[config.mk]
export PLATFORM = sky130hd
export DESIGN_NAME = date_time_difference_core
export DESIGN_NICKNAME = d
export VERILOG_FILES = /design/src/rtl/dtd_pkg.sv /design/src/rtl/dtd_calc.sv /design/src/rtl/date_time_difference_core.sv
export SDC_FILE = /design/constraint.sdc
export NUM_CORES = 1
export LEC_CHECK = 0
export ABC_CLOCK_PERIOD_IN_PS = 25600
export BUFFER_PORTS_ARGS = -buffer_cell sky130_fd_sc_hd__buf_2
export CAP_MARGIN = 20
export CORE_UTILIZATION = 60
export CTS_CLUSTER_DIAMETER = 150
export DETAILED_ROUTE_END_ITERATION = 6
export PLACE_DENSITY = 0.89
export REMOVE_ABC_BUFFERS = 1
export SYNTH_ARGS = -nofsm -noshare
export SYNTH_HDL_FRONTEND = slang
export SYNTH_SLANG_ARGS = --single-unit
[constraint.sdc]
create_clock -name i_clk -period 25.6 [get_ports i_clk]
set_input_delay 3.84 -clock i_clk [delete_from_list [all_inputs] [get_ports i_clk]]
set_output_delay 3.84 -clock i_clk [all_outputs]
set_load 0.005 [all_outputs]
[src/rtl/dtd_pkg.sv]
// Package with payload types, radix constants and calendar helpers for the date/time difference core.
package dtd_pkg;

    // Borrow radices for each field of the subtraction chain.
    localparam logic [5:0] C_SEC_RADIX   = 6'd60;
    localparam logic [5:0] C_MIN_RADIX   = 6'd60;
    localparam logic [5:0] C_HOUR_RADIX  = 6'd24;
    localparam logic [5:0] C_MONTH_RADIX = 6'd12;

    // Month codes that need special lengths.
    localparam logic [3:0] C_FEB = 4'd2;
    localparam logic [3:0] C_APR = 4'd4;
    localparam logic [3:0] C_JUN = 4'd6;
    localparam logic [3:0] C_SEP = 4'd9;
    localparam logic [3:0] C_NOV = 4'd11;

    // Month lengths.
    localparam logic [4:0] C_LEN_LONG  = 5'd31;
    localparam logic [4:0] C_LEN_SHORT = 5'd30;
    localparam logic [4:0] C_LEN_FEB   = 5'd28;
    localparam logic [4:0] C_LEN_LEAP  = 5'd29;

    // Reciprocal of 100 scaled by 2^19; exact for every 14-bit year.
    localparam logic [26:0] C_RECIP_100 = 27'd5243;
    localparam int          C_RECIP_SH  = 19;
    localparam logic [13:0] C_CENTURY   = 14'd100;

    // One input transfer: two stamps.
    typedef struct packed {
        logic [13:0] a_year;
        logic [3:0]  a_month;
        logic [4:0]  a_day;
        logic [4:0]  a_hour;
        logic [5:0]  a_minute;
        logic [5:0]  a_second;
        logic [13:0] b_year;
        logic [3:0]  b_month;
        logic [4:0]  b_day;
        logic [4:0]  b_hour;
        logic [5:0]  b_minute;
        logic [5:0]  b_second;
    } t_dtd_in;

    // One result transfer: later stamp minus earlier stamp.
    typedef struct packed {
        logic [13:0] diff_years;
        logic [3:0]  diff_months;
        logic [4:0]  diff_days;
        logic [4:0]  diff_hours;
        logic [5:0]  diff_minutes;
        logic [5:0]  diff_seconds;
    } t_dtd_out;

    // Result of one borrow stage.
    typedef struct packed {
        logic       brw;
        logic [5:0] val;
    } t_sub;

    // Gregorian leap year test; the year is split by a reciprocal multiply by 1/100.
    function automatic logic f_leap(input logic [13:0] year);
        logic [26:0] prod;
        logic [7:0]  cent;
        logic [13:0] back;
        logic        div100;
        logic        div400;
        prod   = {13'd0, year} * C_RECIP_100;
        cent   = prod[26:C_RECIP_SH];
        back   = 14'({6'd0, cent} * C_CENTURY);
        div100 = (back == year);
        div400 = div100 && (cent[1:0] == 2'd0);
        return div400 || (!div100 && (year[1:0] == 2'd0));
    endfunction

    // Days in a month; codes outside 1 to 12 count as long months.
    function automatic logic [4:0] f_month_len(input logic [3:0] month, input logic [13:0] year);
        logic [4:0] len;
        case (month) inside
            C_APR, C_JUN, C_SEP, C_NOV: len = C_LEN_SHORT;
            C_FEB:                      len = f_leap(year) ? C_LEN_LEAP : C_LEN_FEB;
            default:                    len = C_LEN_LONG;
        endcase
        return len;
    endfunction

    // One borrow stage on values of up to six bits; callers truncate to their width.
    function automatic t_sub f_borrow_sub(input logic [5:0] hi, input logic [5:0] lo,
                                          input logic [5:0] radix, input logic brw_in);
        logic [6:0] diff;
        t_sub       res;
        diff    = {1'b0, hi} - {1'b0, lo} - {6'd0, brw_in};
        res.brw = diff[6];
        res.val = diff[6] ? (diff[5:0] + radix) : diff[5:0];
        return res;
    endfunction

endpackage

[src/rtl/dtd_calc.sv]
// Combinational ordering and borrow-chain subtraction of two date/time stamps.
module dtd_calc (
    input  dtd_pkg::t_dtd_in  i_stamps,
    output dtd_pkg::t_dtd_out o_diff
);

    logic [39:0]     a_key;
    logic [39:0]     b_key;
    logic            a_later;
    logic [39:0]     hi;
    logic [39:0]     lo;
    logic [4:0]      day_radix;
    dtd_pkg::t_sub   s_sec;
    dtd_pkg::t_sub   s_min;
    dtd_pkg::t_sub   s_hour;
    dtd_pkg::t_sub   s_day;
    dtd_pkg::t_sub   s_mon;

    // Packing the fields in order makes one compare lexicographic; ties pick a.
    assign a_key = {i_stamps.a_year, i_stamps.a_month, i_stamps.a_day,
                    i_stamps.a_hour, i_stamps.a_minute, i_stamps.a_second};
    assign b_key = {i_stamps.b_year, i_stamps.b_month, i_stamps.b_day,
                    i_stamps.b_hour, i_stamps.b_minute, i_stamps.b_second};
    assign a_later = !(b_key > a_key);
    assign hi = a_later ? a_key : b_key;
    assign lo = a_later ? b_key : a_key;

    // Day borrows use the length of the earlier stamp's month.
    assign day_radix = dtd_pkg::f_month_len(lo[25:22], lo[39:26]);

    // Borrow chain from seconds up to months.
    assign s_sec  = dtd_pkg::f_borrow_sub(hi[5:0], lo[5:0], dtd_pkg::C_SEC_RADIX, 1'b0);
    assign s_min  = dtd_pkg::f_borrow_sub(hi[11:6], lo[11:6], dtd_pkg::C_MIN_RADIX,
                                          s_sec.brw);
    assign s_hour = dtd_pkg::f_borrow_sub({1'b0, hi[16:12]}, {1'b0, lo[16:12]},
                                          dtd_pkg::C_HOUR_RADIX, s_min.brw);
    assign s_day  = dtd_pkg::f_borrow_sub({1'b0, hi[21:17]}, {1'b0, lo[21:17]},
                                          {1'b0, day_radix}, s_hour.brw);
    assign s_mon  = dtd_pkg::f_borrow_sub({2'b0, hi[25:22]}, {2'b0, lo[25:22]},
                                          dtd_pkg::C_MONTH_RADIX, s_day.brw);

    // Years take the last borrow and wrap at 14 bits.
    assign o_diff.diff_years   = hi[39:26] - lo[39:26] - {13'd0, s_mon.brw};
    assign o_diff.diff_months  = s_mon.val[3:0];
    assign o_diff.diff_days    = s_day.val[4:0];
    assign o_diff.diff_hours   = s_hour.val[4:0];
    assign o_diff.diff_minutes = s_min.val;
    assign o_diff.diff_seconds = s_sec.val;

endmodule

[src/rtl/date_time_difference_core.sv]
// Top level of the date/time difference core: input register, calculation, result register.
//
//   Channel   Ports                     Direction  Transfer when
//   command   i_start, i_in, o_busy     in         i_start high and o_busy low
//   result    o_done, o_result          out        o_done high (one cycle, no stall)
//
// A stamp pair is captured in the input register and its difference lands in the result
// register in the next cycle, one pair per cycle.
// The throughput is set by the single-pass borrow chain between the two registers.
// o_busy stays low, so a new command is taken in every cycle.
// Synchronous active-low reset clears both valid flags; payload registers are not reset.
// The receiver cannot stall; each result is shown for exactly one cycle.
module date_time_difference_core (
    input  logic              i_clk,
    input  logic              i_rst_n,
    input  logic              i_start,
    input  dtd_pkg::t_dtd_in  i_in,
    output logic              o_busy,
    output logic              o_done,
    output dtd_pkg::t_dtd_out o_result
);

    logic              r_in_vld;
    logic              n_in_vld;
    dtd_pkg::t_dtd_in  r_in;
    logic              r_out_vld;
    dtd_pkg::t_dtd_out r_out;
    dtd_pkg::t_dtd_out calc_diff;
    logic              accept;

    // The pipeline never stalls, so a command is always taken.
    assign o_busy   = 1'b0;
    assign accept   = i_start && !o_busy;
    assign n_in_vld = accept;

    // Input register.
    always_ff @(posedge i_clk) begin
        if (!i_rst_n) begin
            r_in_vld <= 1'b0;
        end else begin
            r_in_vld <= n_in_vld;
        end
    end

    always_ff @(posedge i_clk) begin
        if (accept) begin
            r_in <= i_in;
        end
    end

    // Ordering and borrow subtraction.
    dtd_calc u_calc (
        .i_stamps (r_in),
        .o_diff   (calc_diff)
    );

    // Result register.
    always_ff @(posedge i_clk) begin
        if (!i_rst_n) begin
            r_out_vld <= 1'b0;
        end else begin
            r_out_vld <= r_in_vld;
        end
    end

    always_ff @(posedge i_clk) begin
        if (r_in_vld) begin
            r_out <= calc_diff;
        end
    end

    assign o_done   = r_out_vld;
    assign o_result = r_out;

    // An accepted command fills the input register.
    a_accept_fills: assert property (@(posedge i_clk) disable iff (!i_rst_n)
        accept |=> r_in_vld)
        else $error("accepted command did not reach the input register");

    // Every captured pair yields a result in the next cycle.
    a_result_follows: assert property (@(posedge i_clk) disable iff (!i_rst_n)
        r_in_vld |=> o_done)
        else $error("captured pair produced no result");

    // Results appear only for captured pairs.
    a_no_phantom: assert property (@(posedge i_clk) disable iff (!i_rst_n)
        o_done |-> $past(r_in_vld))
        else $error("result strobe without a captured pair");

    // Equal stamps give an all-zero difference.
    a_equal_zero: assert property (@(posedge i_clk) disable iff (!i_rst_n)
        (r_in_vld && (r_in.a_year == r_in.b_year) && (r_in.a_month == r_in.b_month)
         && (r_in.a_day == r_in.b_day) && (r_in.a_hour == r_in.b_hour)
         && (r_in.a_minute == r_in.b_minute) && (r_in.a_second == r_in.b_second))
        |=> (o_result == '0))
        else $error("equal stamps gave a nonzero difference");

endmodule
==> impl_metrics.env <==
export IMPL_via_per_inst=5.71
export IMPL_wl_per_cell_um=17.1
export IMPL_wl_um=25500
export IMPL_cts_resized_gates=0
export IMPL_rsz0062_at_grt="no"
export IMPL_worstPathArrival_ns=13.55
export IMPL_globalRoute_totalOverflow=0
export IMPL_postCtsHoldBufs=0
export IMPL_run_status="completed"
export IMPL_syn_inst=1116
export IMPL_grt_start_max_net_pins=82
export IMPL_final_min_period_over_clock_period=0.523
export IMPL_grt_pass1_vias=8530
export IMPL_synth_edff_count=120
export IMPL_hold_depth=2
export IMPL_cts_htree_levels=4
export IMPL_timing_slew_headroom=0.276
export IMPL_top_level_ports=125
export IMPL_clock_latency_at_the_later_pin_of_the_worst_skew_pair_ns=0.42
export IMPL_global_route_wire_length_before_repair_um=41400
export IMPL_clkSlewWorstSetupHoldPaths_ns=0.06
export IMPL_post_cts_setup_buffer_count=0
export IMPL_crit_path_top_delay_cell="o21ai_0"
export IMPL_synth_seq_area_share=0.320
export IMPL_critical_path_peak_fanout=38
export IMPL_ff2ff_setup_slack_ns=12.21
export IMPL_most_common_library_cell_in_the_layout_ignoring_fill_and_taps="inv_1"
export IMPL_fin_crit_ns=13.39
export IMPL_mostFrequentLayoutCells="inv_1 (203), ha_1 (190), buf_2 (122), edfxtp_1 (120), a21oi_1 (74)"
export IMPL_clk_path_buf_depth=2
export IMPL_layout_drive_gt1_share=0.143
export IMPL_final_net_count=1578
export IMPL_finalWeightedCongestion=0.900
export IMPL_setup_tns_ns=0
export IMPL_area_growth_syn_to_layout_pct=12.7
export IMPL_dr_pass1_iters=6
export IMPL_die_x_um=140
export IMPL_timing_hold_worst_start="r_in[40]"
export IMPL_worst_setup_path_end_kind="flop"
export IMPL_cts_sink_count=122
export IMPL_multiplexer_share_of_the_synthesized_area=0.0110
export IMPL_r2r_start="r_in[38]"
export IMPL_antenna_violations_before_repair=1
export IMPL_post_synth_top_area_cell="edfxtp_1"
export IMPL_area_contributors_post_synth="edfxtp_1 (32%), ha_1 (21%), fa_1 (10%), inv_1 (6.7%), xnor2_1 (4.8%)"
export IMPL_finalSetupViolations=0
export IMPL_grt_total_usage=0.272
export IMPL_cts_made_buffers=17
export IMPL_fill_cells=1344
export IMPL_postSynthAreaPerCell_um2=10.2
export IMPL_synth_flop_cell="edfxtp_1"
export IMPL_initial_core_utilization=0.612
export IMPL_worst_slew_pin_slew_ns=1.07
export IMPL_chipHeight_um=140
export IMPL_cts_root_buffer="clkbuf_16"
export IMPL_postSynthRegisterBits=122
export IMPL_mappedNetlistArea_mm2=0.0114
export IMPL_cp_data_required_time_ns=25.76
export IMPL_timing_critical_path_from_type="flop"
export IMPL_die_area_mm2=0.0196
export IMPL_rows=50
export IMPL_core_area_mm2=0.0186
export IMPL_netlist_area_leader_share=0.316
export IMPL_share_of_the_synthesized_area_in_compound_gates_ao_oa_aoi_oai=0.111
export IMPL_synth_warnings=0
export IMPL_port_buffer_count=123
export IMPL_hold_violations=0
export IMPL_synth_adder_area_share=0.312
export IMPL_maxCapViolCount=0
export IMPL_worstPathBufferInverterCount=5
export IMPL_timing_worst_setup_path_type="reg -> reg"
export IMPL_dr_first_iter_drc_count=657
export IMPL_antenna_violating_nets_remaining=0
export IMPL_synth_simple_gate_area_share=0.0951
export IMPL_min_delay_worst_endpoint="o_result[0]"
export IMPL_combinational_family_with_the_most_area_after_synthesis="adder cells"
export IMPL_delay_contributed_by_the_slowest_stage_of_the_critical_path_ns=0.89
export IMPL_fmax_mhz=74.7
export IMPL_slew_violations=0
export IMPL_route_detailed_drc=0
export IMPL_critical_path_startpoint="r_in[38]"
export IMPL_count_of_different_cell_masters_after_synthesis=71
export IMPL_holdCritPathClass="reg -> reg"
export IMPL_cts_tree="done"
export IMPL_async_flop_share=0
export IMPL_final_setup_skew_ns=0.00565
export IMPL_worst_path_dominant_cell_family="adder cells"
export IMPL_timing_reg2reg_worst_path_depth=48
export IMPL_synthXorXnorAreaFrac=0.0768
export IMPL_vias_post_dr=8526
export IMPL_detailed_place_hpwl_um=20100
export IMPL_path_depth=48
export IMPL_regToRegEndpoint="o_result[21]"
[sequential cells by signal, indices dropped and copies added (netlist names)]
signal    count
r_in         80
o_done        1
o_result     40
r_in_vld      1
[logic make-up after synthesis]
logic type	count (synthesis)
adder cells (fa/ha/maj)	249
buffers and inverters	219
AND/OR/NAND/NOR	217
AO/OA/AOI/OAI	196
flip-flops	122
XOR/XNOR	100
multiplexers	12
other	1
[worst min-delay path: cells and delay by family (launching register included)]
family	cells	cell delay, ns
adder cells (fa/ha/maj)	1	0.19
flip-flops	1	0.38
buffers and inverters	1	0.04
[Yosys cell counts (3+ instances only)]
cell type	instances
xnor2_1	62
nand2b_1	12
xor2_1	38
nor3_1	25
nand2_1	40
o21bai_1	15
o211ai_1	5
nor3b_1	6
fa_1	59
o22ai_1	5
ha_1	190
inv_1	203
a21o_1	9
clkbuf_1	5
nand3_1	9
o21ai_0	32
nor2b_1	15
nor2_1	68
o21a_1	3
nand4_1	14
and2_1	4
a21oi_1	74
a21oi_2	7
and3_1	8
a22oi_1	3
o31ai_1	7
buf_2	4
a21boi_0	3
or3_1	3
mux2i_1	11
a211oi_1	3
buf_1	4
edfxtp_1	120
[per-stage QoR]
stage | instances | setup slack, ns | utilization | hold slack (ns) | instance area (µm²)
4_1_cts | 1493 | 12.37 | 0.689 | 0.771 | 12800
2_1_floorplan | 1100 | 10.55 | - | 0.671 | 11300
3_3_place_gp | 1461 | 12.68 | 0.659 | 0.745 | 12300
3_5_place_dp | 1461 | 12.43 | 0.659 | 0.757 | 12300
5_1_grt | 1494 | 11.30 | 0.689 | 0.786 | 12800
6_report | 1494 | 12.21 | 0.689 | 0.773 | 12800
[layer usage]
metal	part of all wire	GRT usage	routed length [µm]
met1	0.41	0.347	10500
met2	0.50	0.471	12700
met3	0.067	0.0454	1710
met4	0.024	0.0902	602
met5	0	0	0
[layout make-up]
cell class	count	area, µm²	share of cell area
diodes	1	2.50	0.000195
clock buffers	18	429	0.0334
clock inverters	14	139	0.0108
inverters	203	762	0.0593
multi-input cells	775	6930	0.539
flip-flops and latches	122	3640	0.284
well taps	234	293	0.0228
repair buffers	127	648	0.0504
[worst max-delay path by stage]
stage | endpoint | slack [ns]
floorplan | o_result[21] | 10.55
global placement | o_result[21] | 12.68
detailed placement | o_result[21] | 12.43
CTS | o_result[21] | 12.37
global route | o_result[21] | 11.30
finish | o_result[21] | 12.21
Power is left out: the tool's default activity adds up to more than one toggle a clock period on the data nets, which glitch-free logic cannot reach.
